--- src/rtl/cng_pkg.sv ---
// ----------------------------------------------------------------------------
// cng_pkg
// Shared widths, constants and controller/datapath command types for the
// colored noise generator.
// ----------------------------------------------------------------------------
package cng_pkg;

    // configuration port
    localparam int CFG_IDX_W  = 2;
    localparam int CFG_DATA_W = 32;

    localparam logic [CFG_IDX_W-1:0] CFG_COLOR = 2'd0;
    localparam logic [CFG_IDX_W-1:0] CFG_SEED  = 2'd1;
    localparam logic [CFG_IDX_W-1:0] CFG_AMP   = 2'd2;

    // register fields
    localparam int COLOR_W = 2;
    localparam int SEED_W  = 32;
    localparam int AMP_W   = 17;

    localparam logic [COLOR_W-1:0] COLOR_WHITE = 2'd0;
    localparam logic [COLOR_W-1:0] COLOR_PINK  = 2'd1;
    localparam logic [COLOR_W-1:0] COLOR_BROWN = 2'd2;
    localparam logic [COLOR_W-1:0] COLOR_NONE  = 2'd3;

    localparam logic [SEED_W-1:0] SEED_RESET = 32'd1;
    localparam logic [AMP_W-1:0]  AMP_RESET  = 17'd32768;

    // generator
    localparam logic [20:0]       LCG_MUL = 21'd1664525;
    localparam logic [SEED_W-1:0] LCG_INC = 32'd1013904223;

    // datapath widths
    localparam int DRAW_W   = 25;  // Q24 draw, -2^24 .. 2^24-2
    localparam int STEP_W   = 25;  // brown increment
    localparam int WALK_W   = 26;  // clamped walk, +-2^24
    localparam int V_W      = 27;  // colored value, up to 3*2^24
    localparam int U_W      = 29;  // scaled value before clamp
    localparam int UC_W     = 26;  // clamped scaled value
    localparam int QUOT_W   = 25;  // pink quotient magnitude
    localparam int SAMPLE_W = 16;

    localparam logic signed [15:0] BROWN_GAIN = 16'sd6554;
    localparam logic signed [15:0] PCM_GAIN   = 16'sd32767;

    typedef struct packed {
        logic load;       // item taken, restart applies here
        logic draw;       // advance generator and tick
        logic mix;        // form draw, update pink bank, brown increment
        logic walk;       // brown walk, pink quotient
        logic value;      // select colored value
        logic scale;      // gain multiply
        logic pcm;        // clamp and PCM conversion
        logic clear_pcm;  // silent result for the unused color
        logic out_load;   // move result to output register
    } t_cmd;

    typedef struct packed {
        logic color_none;
    } t_stat;

endpackage

--- src/rtl/cng_if.sv ---
// ----------------------------------------------------------------------------
// cng_if
// Request channels of the colored noise generator: input, output, config.
// ----------------------------------------------------------------------------
interface cng_in_if;
    logic valid;
    logic ready;
    logic restart;

    modport source (output valid, output restart, input ready);
    modport sink   (input valid, input restart, output ready);
endinterface

interface cng_out_if;
    import cng_pkg::*;
    logic                       valid;
    logic                       ready;
    logic signed [SAMPLE_W-1:0] sample;
    logic                       clipped;

    modport source (output valid, output sample, output clipped, input ready);
    modport sink   (input valid, input sample, input clipped, output ready);
endinterface

interface cng_cfg_if;
    import cng_pkg::*;
    logic                  valid;
    logic                  ready;
    logic [CFG_IDX_W-1:0]  index;
    logic [CFG_DATA_W-1:0] data;

    modport source (output valid, output index, output data, input ready);
    modport sink   (input valid, input index, input data, output ready);
endinterface

--- src/rtl/colored_noise_generator.sv ---
// ----------------------------------------------------------------------------
// colored_noise_generator
// White, pink (Voss-McCartney) and brown noise from a 32-bit LCG, scaled by a
// Q16 gain and converted to 16-bit PCM.
// ----------------------------------------------------------------------------
//  channel   dir   payload                 accepted when
//  i_in      in    restart                 valid && ready
//  o_out     out   sample[15:0], clipped   valid && ready
//  i_cfg     in    index[1:0], data[31:0]  valid && ready (ready always high)
//
//  A request passes from acceptance to the output register through draw, mix,
//  walk/divide, value, gain, PCM and load; the unused color skips to load.
//  No new request is taken until the last result is in the output register.
//  The next request is taken while a result waits in the output register;
//  a stalled output holds the sequencer in its final step.
//  Synchronous active-low reset; all noise state resets at once.
// ----------------------------------------------------------------------------
module colored_noise_generator #(
    parameter int PINK_ROWS = 7
) (
    input  logic  i_clk,
    input  logic  i_rst_n,
    cng_in_if.sink    i_in,
    cng_out_if.source o_out,
    cng_cfg_if.sink   i_cfg
);
    import cng_pkg::*;

    t_cmd  cmd;
    t_stat stat;

    assign i_cfg.ready = 1'b1;

    cng_ctrl u_ctrl (
        .i_clk       (i_clk),
        .i_rst_n     (i_rst_n),
        .i_in_valid  (i_in.valid),
        .o_in_ready  (i_in.ready),
        .o_out_valid (o_out.valid),
        .i_out_ready (o_out.ready),
        .i_stat      (stat),
        .o_cmd       (cmd)
    );

    cng_datapath #(
        .PINK_ROWS (PINK_ROWS)
    ) u_datapath (
        .i_clk       (i_clk),
        .i_rst_n     (i_rst_n),
        .i_cfg_valid (i_cfg.valid),
        .i_cfg_index (i_cfg.index),
        .i_cfg_data  (i_cfg.data),
        .i_restart   (i_in.restart),
        .i_cmd       (cmd),
        .o_stat      (stat),
        .o_sample    (o_out.sample),
        .o_clipped   (o_out.clipped)
    );

endmodule

--- src/rtl/cng_ctrl.sv ---
// ----------------------------------------------------------------------------
// cng_ctrl
// Sequencer: takes one request, steps the datapath through its stages and
// owns the output valid flag.
// ----------------------------------------------------------------------------
module cng_ctrl (
    input  logic           i_clk,
    input  logic           i_rst_n,
    input  logic           i_in_valid,
    output logic           o_in_ready,
    output logic           o_out_valid,
    input  logic           i_out_ready,
    input  cng_pkg::t_stat i_stat,
    output cng_pkg::t_cmd  o_cmd
);
    import cng_pkg::*;

    localparam logic [2:0] ST_IDLE  = 3'd0;
    localparam logic [2:0] ST_DRAW  = 3'd1;
    localparam logic [2:0] ST_MIX   = 3'd2;
    localparam logic [2:0] ST_WALK  = 3'd3;
    localparam logic [2:0] ST_VALUE = 3'd4;
    localparam logic [2:0] ST_SCALE = 3'd5;
    localparam logic [2:0] ST_PCM   = 3'd6;
    localparam logic [2:0] ST_OUT   = 3'd7;

    logic [2:0] r_state, n_state;
    logic       r_out_valid, n_out_valid;
    logic       out_free;

    assign out_free    = !r_out_valid || i_out_ready;
    assign o_in_ready  = (r_state == ST_IDLE);
    assign o_out_valid = r_out_valid;

    always_comb begin
        n_state = r_state;
        o_cmd   = '0;
        unique case (r_state)
            ST_IDLE: begin
                if (i_in_valid) begin
                    o_cmd.load = 1'b1;
                    n_state    = ST_DRAW;
                end
            end
            ST_DRAW: begin
                if (i_stat.color_none) begin
                    o_cmd.clear_pcm = 1'b1;
                    n_state         = ST_OUT;
                end else begin
                    o_cmd.draw = 1'b1;
                    n_state    = ST_MIX;
                end
            end
            ST_MIX: begin
                o_cmd.mix = 1'b1;
                n_state   = ST_WALK;
            end
            ST_WALK: begin
                o_cmd.walk = 1'b1;
                n_state    = ST_VALUE;
            end
            ST_VALUE: begin
                o_cmd.value = 1'b1;
                n_state     = ST_SCALE;
            end
            ST_SCALE: begin
                o_cmd.scale = 1'b1;
                n_state     = ST_PCM;
            end
            ST_PCM: begin
                o_cmd.pcm = 1'b1;
                n_state   = ST_OUT;
            end
            ST_OUT: begin
                // hold until the output register can take the result
                if (out_free) begin
                    o_cmd.out_load = 1'b1;
                    n_state        = ST_IDLE;
                end
            end
            default: n_state = ST_IDLE;
        endcase
    end

    always_comb begin
        n_out_valid = r_out_valid;
        if (o_cmd.out_load) begin
            n_out_valid = 1'b1;
        end else if (i_out_ready) begin
            n_out_valid = 1'b0;
        end
    end

    always_ff @(posedge i_clk) begin
        if (!i_rst_n) begin
            r_state     <= ST_IDLE;
            r_out_valid <= 1'b0;
        end else begin
            r_state     <= n_state;
            r_out_valid <= n_out_valid;
        end
    end

endmodule

--- src/rtl/cng_datapath.sv ---
// ----------------------------------------------------------------------------
// cng_datapath
// Config registers, generator, pink bank, brown walk, gain and PCM stages,
// output payload register.
// ----------------------------------------------------------------------------
module cng_datapath #(
    parameter int PINK_ROWS = 7
) (
    input  logic                                 i_clk,
    input  logic                                 i_rst_n,
    input  logic                                 i_cfg_valid,
    input  logic [cng_pkg::CFG_IDX_W-1:0]        i_cfg_index,
    input  logic [cng_pkg::CFG_DATA_W-1:0]       i_cfg_data,
    input  logic                                 i_restart,
    input  cng_pkg::t_cmd                        i_cmd,
    output cng_pkg::t_stat                       o_stat,
    output logic signed [cng_pkg::SAMPLE_W-1:0]  o_sample,
    output logic                                 o_clipped
);
    import cng_pkg::*;

    localparam int IDX_W   = $clog2(PINK_ROWS);
    localparam int TOT_W   = DRAW_W + IDX_W;
    // reciprocal of PINK_ROWS, exact for magnitudes below 2^TOT_W
    localparam int SHIFT   = TOT_W + IDX_W;
    localparam int RECIP_W = TOT_W + 1;
    localparam logic [63:0] RECIP_FULL = ((64'd1 << SHIFT) / PINK_ROWS) + 64'd1;
    localparam logic [RECIP_W-1:0] RECIP = RECIP_FULL[RECIP_W-1:0];
    localparam int PROD_W  = TOT_W + RECIP_W;

    localparam logic signed [WALK_W:0] FS_SUM  = (WALK_W+1)'(1 << 24);
    localparam logic signed [U_W-1:0]  FS_U    = U_W'(1 << 24);
    localparam logic signed [41:0]     PCM_RND = 42'sd16777215;

    // configuration
    logic [COLOR_W-1:0] r_color;
    logic [SEED_W-1:0]  r_seed;
    logic [AMP_W-1:0]   r_amp;

    // noise state
    logic [SEED_W-1:0]        r_lcg;
    logic signed [DRAW_W-1:0] r_row [PINK_ROWS];
    logic signed [TOT_W-1:0]  r_total;
    logic [PINK_ROWS-1:0]     r_tick;
    logic signed [WALK_W-1:0] r_walk;

    // stage registers
    logic signed [DRAW_W-1:0]   r_draw;
    logic signed [STEP_W-1:0]   r_step;
    logic [QUOT_W-1:0]          r_quot;
    logic                       r_neg;
    logic signed [V_W-1:0]      r_v;
    logic signed [U_W-1:0]      r_u;
    logic signed [SAMPLE_W-1:0] r_pcm;
    logic                       r_clip;
    logic signed [SAMPLE_W-1:0] r_sample;
    logic                       r_clipped;

    logic                       is_pink, is_brown;
    logic signed [DRAW_W-1:0]   draw_now;
    logic [IDX_W-1:0]           row_idx;
    logic signed [TOT_W-1:0]    total_next;
    logic signed [40:0]         step_prod;
    logic signed [WALK_W:0]     walk_sum;
    logic signed [WALK_W-1:0]   walk_next;
    logic [TOT_W-1:0]           total_mag;
    logic [PROD_W-1:0]          quot_prod;
    logic signed [V_W-1:0]      v_next;
    logic signed [AMP_W:0]      amp_s;
    logic signed [44:0]         scale_prod;
    logic signed [UC_W-1:0]     u_clamp;
    logic                       u_over;
    logic signed [41:0]         pcm_prod;
    logic signed [41:0]         pcm_adj;
    logic [SEED_W-1:0]          lcg_next;

    assign is_pink  = (r_color == COLOR_PINK);
    assign is_brown = (r_color == COLOR_BROWN);
    assign o_stat.color_none = (r_color == COLOR_NONE);

    assign lcg_next = SEED_W'(r_lcg * LCG_MUL) + LCG_INC;

    // r = 2*(x>>8) - 2^24: subtracting 2^24 flips the top bit
    assign draw_now = {~r_lcg[31], r_lcg[30:8], 1'b0};

    // trailing zeros of the tick, capped at the last row
    always_comb begin
        row_idx = IDX_W'(PINK_ROWS - 1);
        for (int k = PINK_ROWS - 2; k >= 0; k--) begin
            if (r_tick[k]) begin
                row_idx = IDX_W'(k);
            end
        end
    end

    assign total_next = r_total - TOT_W'(r_row[row_idx]) + TOT_W'(draw_now);

    assign step_prod = draw_now * BROWN_GAIN;

    assign walk_sum = (WALK_W+1)'(r_walk) + (WALK_W+1)'(r_step);
    always_comb begin
        if (walk_sum > FS_SUM) begin
            walk_next = WALK_W'(FS_SUM);
        end else if (walk_sum < -FS_SUM) begin
            walk_next = WALK_W'(-FS_SUM);
        end else begin
            walk_next = walk_sum[WALK_W-1:0];
        end
    end

    assign total_mag = r_total[TOT_W-1] ? (~r_total + TOT_W'(1)) : r_total;
    assign quot_prod = PROD_W'(total_mag) * PROD_W'(RECIP);

    always_comb begin
        case (r_color)
            COLOR_PINK:  v_next = r_neg ? -V_W'({1'b0, r_quot}) : V_W'({1'b0, r_quot});
            COLOR_BROWN: v_next = V_W'(r_walk) + (V_W'(r_walk) <<< 1);
            default:     v_next = V_W'(r_draw);
        endcase
    end

    assign amp_s      = $signed({1'b0, r_amp});
    assign scale_prod = r_v * amp_s;

    always_comb begin
        u_over = 1'b1;
        if (r_u > FS_U) begin
            u_clamp = UC_W'(FS_U);
        end else if (r_u < -FS_U) begin
            u_clamp = UC_W'(-FS_U);
        end else begin
            u_clamp = r_u[UC_W-1:0];
            u_over  = 1'b0;
        end
    end

    assign pcm_prod = u_clamp * PCM_GAIN;
    // truncate toward zero
    assign pcm_adj  = pcm_prod[41] ? (pcm_prod + PCM_RND) : pcm_prod;

    always_ff @(posedge i_clk) begin
        if (!i_rst_n) begin
            r_color <= COLOR_WHITE;
            r_seed  <= SEED_RESET;
            r_amp   <= AMP_RESET;
        end else if (i_cfg_valid) begin
            unique case (i_cfg_index)
                CFG_COLOR: r_color <= i_cfg_data[COLOR_W-1:0];
                CFG_SEED:  r_seed  <= i_cfg_data[SEED_W-1:0];
                CFG_AMP:   r_amp   <= i_cfg_data[AMP_W-1:0];
                default:   ;
            endcase
        end
    end

    always_ff @(posedge i_clk) begin
        if (!i_rst_n) begin
            r_lcg   <= SEED_RESET;
            r_total <= '0;
            r_tick  <= '0;
            r_walk  <= '0;
            for (int k = 0; k < PINK_ROWS; k++) begin
                r_row[k] <= '0;
            end
        end else if (i_cmd.load) begin
            if (i_restart) begin
                r_lcg   <= (r_seed == '0) ? SEED_W'(1) : r_seed;
                r_total <= '0;
                r_tick  <= '0;
                r_walk  <= '0;
                for (int k = 0; k < PINK_ROWS; k++) begin
                    r_row[k] <= '0;
                end
            end
        end else begin
            if (i_cmd.draw) begin
                r_lcg <= lcg_next;
                if (is_pink) begin
                    r_tick <= r_tick + PINK_ROWS'(1);
                end
            end
            if (i_cmd.mix && is_pink) begin
                r_total        <= total_next;
                r_row[row_idx] <= draw_now;
            end
            if (i_cmd.walk && is_brown) begin
                r_walk <= walk_next;
            end
        end
    end

    always_ff @(posedge i_clk) begin
        if (i_cmd.mix) begin
            r_draw <= draw_now;
            r_step <= step_prod[16 +: STEP_W];
        end
        if (i_cmd.walk) begin
            r_quot <= quot_prod[SHIFT +: QUOT_W];
            r_neg  <= r_total[TOT_W-1];
        end
        if (i_cmd.value) begin
            r_v <= v_next;
        end
        if (i_cmd.scale) begin
            r_u <= scale_prod[16 +: U_W];
        end
        if (i_cmd.pcm) begin
            r_pcm  <= pcm_adj[24 +: SAMPLE_W];
            r_clip <= u_over;
        end else if (i_cmd.clear_pcm) begin
            r_pcm  <= '0;
            r_clip <= 1'b0;
        end
        if (i_cmd.out_load) begin
            r_sample  <= r_pcm;
            r_clipped <= r_clip;
        end
    end

    assign o_sample  = r_sample;
    assign o_clipped = r_clipped;

endmodule

--- src/flat_wrapper.sv ---
// flat-port wrapper written by rule: the top's interface ports become plain ports
module colored_noise_generator_flat import cng_pkg::*;
#(
    parameter int PINK_ROWS = 7
)
  (i_clk, i_rst_n, i_in_valid, i_in_restart, i_in_ready, o_out_valid, o_out_sample, o_out_clipped, o_out_ready, i_cfg_valid, i_cfg_index, i_cfg_data, i_cfg_ready);
  cng_in_if i_in_i ();
  cng_out_if o_out_i ();
  cng_cfg_if i_cfg_i ();
  input  logic i_clk;
  input  logic i_rst_n;
  input wire logic [$bits(i_in_i.valid)-1:0] i_in_valid;
  input wire logic [$bits(i_in_i.restart)-1:0] i_in_restart;
  output wire logic [$bits(i_in_i.ready)-1:0] i_in_ready;
  output wire logic [$bits(o_out_i.valid)-1:0] o_out_valid;
  output wire logic [$bits(o_out_i.sample)-1:0] o_out_sample;
  output wire logic [$bits(o_out_i.clipped)-1:0] o_out_clipped;
  input wire logic [$bits(o_out_i.ready)-1:0] o_out_ready;
  input wire logic [$bits(i_cfg_i.valid)-1:0] i_cfg_valid;
  input wire logic [$bits(i_cfg_i.index)-1:0] i_cfg_index;
  input wire logic [$bits(i_cfg_i.data)-1:0] i_cfg_data;
  output wire logic [$bits(i_cfg_i.ready)-1:0] i_cfg_ready;
  assign i_in_i.valid = i_in_valid;
  assign i_in_i.restart = i_in_restart;
  assign i_in_ready = i_in_i.ready;
  assign o_out_valid = o_out_i.valid;
  assign o_out_sample = o_out_i.sample;
  assign o_out_clipped = o_out_i.clipped;
  assign o_out_i.ready = o_out_ready;
  assign i_cfg_i.valid = i_cfg_valid;
  assign i_cfg_i.index = i_cfg_index;
  assign i_cfg_i.data = i_cfg_data;
  assign i_cfg_ready = i_cfg_i.ready;
  colored_noise_generator #(.PINK_ROWS(PINK_ROWS)) u_core (.i_clk(i_clk), .i_rst_n(i_rst_n), .i_in(i_in_i), .o_out(o_out_i), .i_cfg(i_cfg_i));
endmodule
--- config.mk ---
export PLATFORM = sky130hd
export DESIGN_NAME = colored_noise_generator_flat
export DESIGN_NICKNAME = d
export VERILOG_FILES = /design/src/rtl/cng_pkg.sv /design/src/rtl/cng_if.sv /design/src/rtl/colored_noise_generator.sv /design/src/rtl/cng_ctrl.sv /design/src/rtl/cng_datapath.sv /design/src/flat_wrapper.sv
export SDC_FILE = /design/constraint.sdc
export NUM_CORES = 2
export LEC_CHECK = 0
export BUFFER_PORTS_ARGS = -buffer_cell sky130_fd_sc_hd__clkbuf_2
export CORE_ASPECT_RATIO = 1.4
export CORE_MARGIN = 4
export CORE_UTILIZATION = 35
export CTS_CLUSTER_SIZE = 40
export DETAILED_ROUTE_END_ITERATION = 8
export GPL_TIMING_DRIVEN = 0
export SLEW_MARGIN = 30
export SYNTH_ARGS = -nofsm -noshare
export SYNTH_HDL_FRONTEND = slang
export SYNTH_SLANG_ARGS = --single-unit
--- constraint.sdc ---
create_clock -name i_clk -period 19.14 [get_ports i_clk]
set_input_delay 4.785 -clock i_clk [delete_from_list [all_inputs] [get_ports i_clk]]
set_output_delay 4.785 -clock i_clk [all_outputs]
set_load 0.05 [all_outputs]
# Yosys cells after proc, flatten, opt, wreduce, memory -nomap -nowiden
# Memory sizes are Yosys's and may differ from the RTL's.
# Cells that the tools add are included.
word_totals:
  ff_bits: 311
  ram_bits: 168
  in_bits: 40
  output_inout_bits: 20
  wordCells: 156
  memories: 1
mem_list:
  columns: ["memory", "depth", "word_bits", "read_ports", "rd_clocked_by_memory_dff", "wr", "line", "source"]
  rows:
  - ["u_core.u_datapath.r_row", 7, 24, 1, 0, 7, "cng_datapath.sv:42", "logic signed [DRAW_W-1:0] r_row [PINK_ROWS];"]
classes:
  add_sub_neg: 9
  multipliers: 5
  order_cmp: 4
  eq_ne: 15
  muxes: 72
  bitwise_logic: 9
  n_reduce_logical: 22
op_table:
  columns: ["op", "n"]
  rows:
  - ["24-bit 2-to-1 mux", 8]
  - ["26-bit 2-to-1 mux", 7]
  - ["32-bit 2-to-1 mux", 4]
  - ["28-bit 2-to-1 mux", 4]
  - ["28-bit by 29-bit multiplier with 56-bit output, second input constant", 1]
  - ["27-bit one-hot mux with 2 select lines", 1]
  - ["27-bit by 18-bit multiplier with 45-bit output", 1]
  - ["26-bit by 16-bit multiplier with 42-bit output, second input constant", 1]
  - ["40-bit by 25-bit adder with 40-bit output, second input constant", 1]
  - ["40-bit 2-to-1 mux", 1]
  - ["24-bit by 13-bit multiplier with 37-bit output, second input constant", 1]
  - ["32-bit by 30-bit adder with 32-bit output, second input constant", 1]
  - ["32-bit logical NOT", 1]
  - ["32-bit by 21-bit multiplier with 32-bit output, second input constant", 1]
  - ["16-bit 2-to-1 mux", 2]
  - ["29-bit by 26-bit > comparator with 1-bit output, second input constant", 1]
  - ["29-bit by 25-bit less-than comparator with 1-bit output, second input constant", 1]
  - ["1-bit 2-to-1 mux", 29]
  - ["28-bit by 2-bit adder with 28-bit output, second input constant", 1]
  - ["28-bit by 25-bit adder with 28-bit output", 1]
  - ["7-bit 2-to-1 mux", 4]
  - ["28-bit inverter", 1]
  - ["28-bit by 25-bit subtractor with 28-bit output", 1]
  - ["26-bit by 23-bit adder with 27-bit output", 1]
  - ["other kinds (26)", 61]

# Longest topological paths before layout
# An unclocked memory read counts as a cell.
depth:
  ltp_word: 11
  depth_mapped: 36
  depth_no_buf: 32

# Modules after synthesis
# Synthesis repeated with hierarchy kept, for this count alone.
unflattened:
  cells_unflattened: 7231
  hier_area_um2: 69235.2
by_module_without_submodules:
  columns: ["mod", "instances", "cells_per_inst", "area_each_um2", "seq_area_each_um2"]
  rows:
  - ["cng_datapath", 1, 7197, 68949.9, 12782.3]
  - ["cng_ctrl", 1, 32, 274.0, 80.1]
  - ["colored_noise_generator", 1, 2, 11.3, 0.0]

# Least setup slack after synthesis
# OpenSTA, ideal clock, no wires.
synth_timing:
  kind: "reg2reg"
  start: "reg u_core.u_datapath.r_u[6]"
  end: "reg u_core.u_datapath.r_pcm[13] (data pin)"
  setup_ns: 0.260
  t_arrival_ns: 8.382
  t_required_ns: 18.880
  slack_ns: 10.498
  stages_incl_launch_ff: 33
  path_buffers: 4
  synth_period_minus_slack_ns: 8.642
  path_cell_list: "edfxtp_1 -> clkbuf_1 -> nor4_1 -> nand4_1 -> o21ai_0 -> a22o_1 -> clkbuf_1 -> buf_1 -> nand2_1 -> inv_1 -> fa_1 -> inv_1 -> fa_1 -> inv_1 -> fa_1 -> fa_1 -> fa_1 -> inv_1 -> fa_1 -> inv_1 -> ha_1 -> clkbuf_1 -> inv_1 -> o21bai_1 -> a21oi_1 -> and3_1 -> a2111oi_2 -> nor2_1 -> xor2_1 -> or4b_4 -> nor3_4 -> nand3_2 -> mux2_4"
synth_via:
  elab_chain_cells: 7
  word_cells_on_any_way: 8
  cone_classes: "add/sub: 1; mul: 1; order compare: 2; mux: 4"
synth_lines:
  columns: ["element", "line", "source"]
  rows:
  - ["start: declaration", "cng_datapath.sv:53", "logic signed [U_W-1:0] r_u;"]
  - ["start signal: assignment", "cng_datapath.sv:205", "r_u <= scale_prod[16 +: U_W];"]
  - ["29-bit by 25-bit less-than comparator with 1-bit output", "cng_datapath.sv:129", "end else if (r_u < -FS_U) begin"]
  - ["26-bit 2-to-1 mux", "cng_datapath.sv:129", null]
  - ["26-bit 2-to-1 mux *", "cng_datapath.sv:127", "if (r_u > FS_U) begin"]
  - ["26-bit by 16-bit multiplier with 42-bit output *", "cng_datapath.sv:137", "assign pcm_prod = u_clamp * PCM_GAIN;"]
  - ["40-bit by 25-bit adder with 40-bit output", "cng_datapath.sv:139", "assign pcm_adj = pcm_prod[41] ? (pcm_prod + PCM_RND) : pcm_prod;"]
  - ["40-bit 2-to-1 mux *", "cng_datapath.sv:139", null]
  - ["16-bit 2-to-1 mux *", "cng_datapath.sv:207", "if (i_cmd.pcm) begin"]
  - ["end signal: assignment", "cng_datapath.sv:208", "r_pcm <= pcm_adj[24 +: SAMPLE_W];"]
  - ["end: declaration", "cng_datapath.sv:54", "logic signed [SAMPLE_W-1:0] r_pcm;"]
# Every way passes the cells marked *; elsewhere a longest branch is shown, timed or not.
# A chain may end at the register's enable or synchronous reset.

# Worst setup path in the final report
# Ends and elaborated chain as after synthesis.

==> results.md <==
* Mapped Area at 68600 um2
* Leading area contributor after synthesis: fa_1
* Chip width at between 300 and 400 um
* Max-Cap Viols at 0
* Synth top area cells: fa_1, edfxtp_1, ha_1, inv_1, dfxtp_1
* Die height at about 530 um
* Syn Area/Cell at 9.65 um2
* Starting Density at 0.351
* CP max FO at 10
* Worst Skew at 0.0647 ns
* Tmin final at 11.22 ns
* Design Power at 12.5 mW
* Final period util at 0.586
* Syn Inst Count at a little over 7000
* Remaining antenna violation count at 0
* Placed cell count at 9804
* Area Overhead vs Synth at 8.33%
* Hold Vio Cnt, Final at 0
* DR vias/cell at 5.02
* H-tree depth at 2
* P_leak at 35.8 nW
* # DRC at 0
* Post-CTS Resized at 0
* FFs w/ async S/R, synth at 0
* Worst Tran Pin Value at 1.08 ns
* Share of layout cells above drive strength 1 at 0.0335
* Final Instance Area at 74400 um2
* Flop pwr share at 0.119
* Critical path endpoint category: flop
* Cts bufs inserted at 54
* Worst endpoint required time at 19.50 ns
* Max VDD drop at between 0.0005 and 0.0006 V
* Drt pass-1 iters at 5
* DR vias at about 50000
* Fin cells at 9907
* CTS tree: done
* GP Congestion at 0.920
* Vias in the first global route at approximately 54000
* I/O pins at 60
* GRT overflow at 0
* Yosys reg bits at 477
* Tightest Hold Check Type: reg2reg
* R2r setup slk at 7.92 ns
* Buffer depth of the longest clock path at 3
* Number of port buffers at 57
* First-pass GRT wire length at 304 mm
* WL final at 194 mm
* Pint at roughly 6 mW
* Final Max Tran Viols at 0
* Largest net degree at the start of global routing at 27
* Area of placed instances at approximately 73000 um2
* Share of the synthesized area in the top cell type at 0.315
* Yosys warning count at 0
* Root Buffer: clkbuf_16
* Clock power share at 0.086
* FMAX at 89.1 MHz
* Setup Fix Bufs, Post-CTS at 0
* Later-pin clock latency in the skew report at 0.67 ns
* CTS Hold Bufs at 0
* Combinational share of power at 0.795
* FP Rows at 192
* Top_reg_cell synth: edfxtp_1
* Nets at 9133
* Status: finished clean
* Detailed Route Iter0 Violations at 2665
* Slowest CP cell: nor4_1
* Count leader, synth: inv_1
* Commonest cells in the netlist: inv_1, fa_1, ha_1
* Wirelength per Cell at 19.6 um
* HPWL after DPL at 167 mm
* Total GRT Usage at 0.191
* Initial antenna violation count at 3
* Switching share of power at 0.512
* Sw power at 6.39 mW
* Crit path kind: reg2reg
* RSZ-0062 raised after global routing: false
* Worst endpoint data arrival time at 11.58 ns
* Worst setup SP type: flop
* Yosys cell types at ~100
* Setup TNS at 0 ns
* Final setup viols at 0
* Post-synthesis sequential area ratio at 0.187
* Power per cell area at 168 nW/um2
* Core ar. at between 150000 and 200000 um2
* Clk slew on worst S/H paths at 0.05 ns
* Relative slew slack at 0.277
* CTS sink cnt at 477
* Number of flops mapped to enable cells by yosys at 331
* Max incr delay on CP at around 0.70 ns
* Total die area at just over 200000 um2
## area by class of cell
class                   instances  area [um2]
inverters                    1612        6050
clock buffers                  61        1430
flip-flops and latches        477       12900
multi-input cells            4786       48900
repair buffers                 73         482
fillers                     19500      121000
plain buffers                 237         911
well taps                    2619        3280
diodes                          2        5.00
clock inverters                40         402
## per-stage QoR
step                worst slack (ns)   util  hold slack, ns
floorplan                      10.50      -           0.400
global placement                7.98  0.370           0.401
detailed placement              7.86  0.371           0.405
CTS                             7.79  0.381           0.419
global route                    7.17  0.381           0.431
finish                          7.92  0.381           0.417
## critical path: cells and delay by family (launching register included)
family	cells	cell delay, ns
adders and majority gates	7	3.21
and+or+nand+nor	8	2.62
buffers and inverters	10	2.52
AOI/OAI and AO/OA	5	1.68
DFF	1	0.35
muxes	1	0.31
xor gates and xnor gates	1	0.21
## cell usage in the layout (no fill, tap or decap), types with 22 or more instances in the layout
cell type,synthesis,routed
a221o_1,27,27
o21a_1,45,45
inv_1,1608,1608
a22o_1,24,24
ha_1,771,771
a21oi_1,249,248
o21ai_0,164,164
xor2_1,85,85
nor2_1,283,281
fa_1,1081,1081
clkbuf_2,0,61
o221ai_1,26,26
nand2_1,606,603
a21o_1,93,93
and2_1,259,258
a221oi_1,28,28
xnor2_1,220,218
nand3_1,66,66
edfxtp_1,331,331
clkbuf_1,212,212
a22oi_1,53,52
nor2b_1,37,37
and3_1,33,33
o31ai_1,29,27
clkbuf_16,0,56
mux2i_1,37,37
or3_1,22,22
nand2b_1,39,37
dfxtp_1,146,146
nor3_1,69,68
nor4_1,81,81
a211oi_1,44,44
nand4_1,37,37
o21bai_1,22,22
## worst paths after layout
check                           depth (start not counted)                                         to                                 startpoint
worst min register to register                          0   u_core.u_datapath.o_sample[11]$_DFFE_PP_  u_core.u_datapath.r_pcm[11]$_SDFFCE_PN0P_
worst max register to register                         32  u_core.u_datapath.r_pcm[13]$_SDFFCE_PN0P_         u_core.u_datapath.r_u[6]$_DFFE_PP_
worst max-delay path                                   32  u_core.u_datapath.r_pcm[13]$_SDFFCE_PN0P_         u_core.u_datapath.r_u[6]$_DFFE_PP_
worst min-delay path                                    0   u_core.u_datapath.o_sample[11]$_DFFE_PP_  u_core.u_datapath.r_pcm[11]$_SDFFCE_PN0P_
## flip-flops by register name (all words and copies together) (netlist names), 2 cells and up
name                        cells
u_core.u_datapath.r_row       168
u_core.u_datapath.r_lcg        32
u_core.u_datapath.r_seed       32
u_core.u_datapath.r_u          29
u_core.u_datapath.r_total      27
u_core.u_datapath.r_v          27
u_core.u_datapath.r_walk       26
u_core.u_datapath.r_quot       25
u_core.u_datapath.r_draw       24
u_core.u_datapath.r_step       23
u_core.u_datapath.r_amp        17
u_core.u_datapath.o_sample     16
u_core.u_datapath.r_pcm        16
u_core.u_datapath.r_tick        6
u_core.u_ctrl.r_state           3
u_core.u_datapath.r_color       2
## metal layers
layer  track usage  up-vias  part of all wire
li1              -    23100                 -
met3        0.0175      512             0.036
met4         0.122        0             0.079
met1         0.202    24800              0.36
met2         0.361     1275              0.53
met5             0        -                 0
## kinds of logic (layout without fill, tap and decap cells)
family                   Yosys count  in the layout  synth area share
adder cells (fa/ha/maj)         1856           1856             0.456
buffers and inverters           1849           2023             0.101
AND/OR/NAND/NOR                 1627           1627             0.116
AO/OA/AOI/OAI                    954            954            0.0935
flip-flops                       477            477             0.187
XOR/XNOR                         305            305            0.0389
multiplexers                      41             41           0.00616
other                              2              5          0.000109
## power groups by stage
stage | Combinational (mW) | Sequential (mW) | Clock, mW
after floorplan | 7.36 | 1.42 | 0
after global placement | 9.70 | 1.50 | 0
after detailed placement | 9.92 | 1.50 | 0
after CTS | 10.0 | 1.48 | 1.09
after global routing | 11.2 | 1.48 | 1.13
final | 9.93 | 1.48 | 1.07
(Power assumes the default switching activity.)
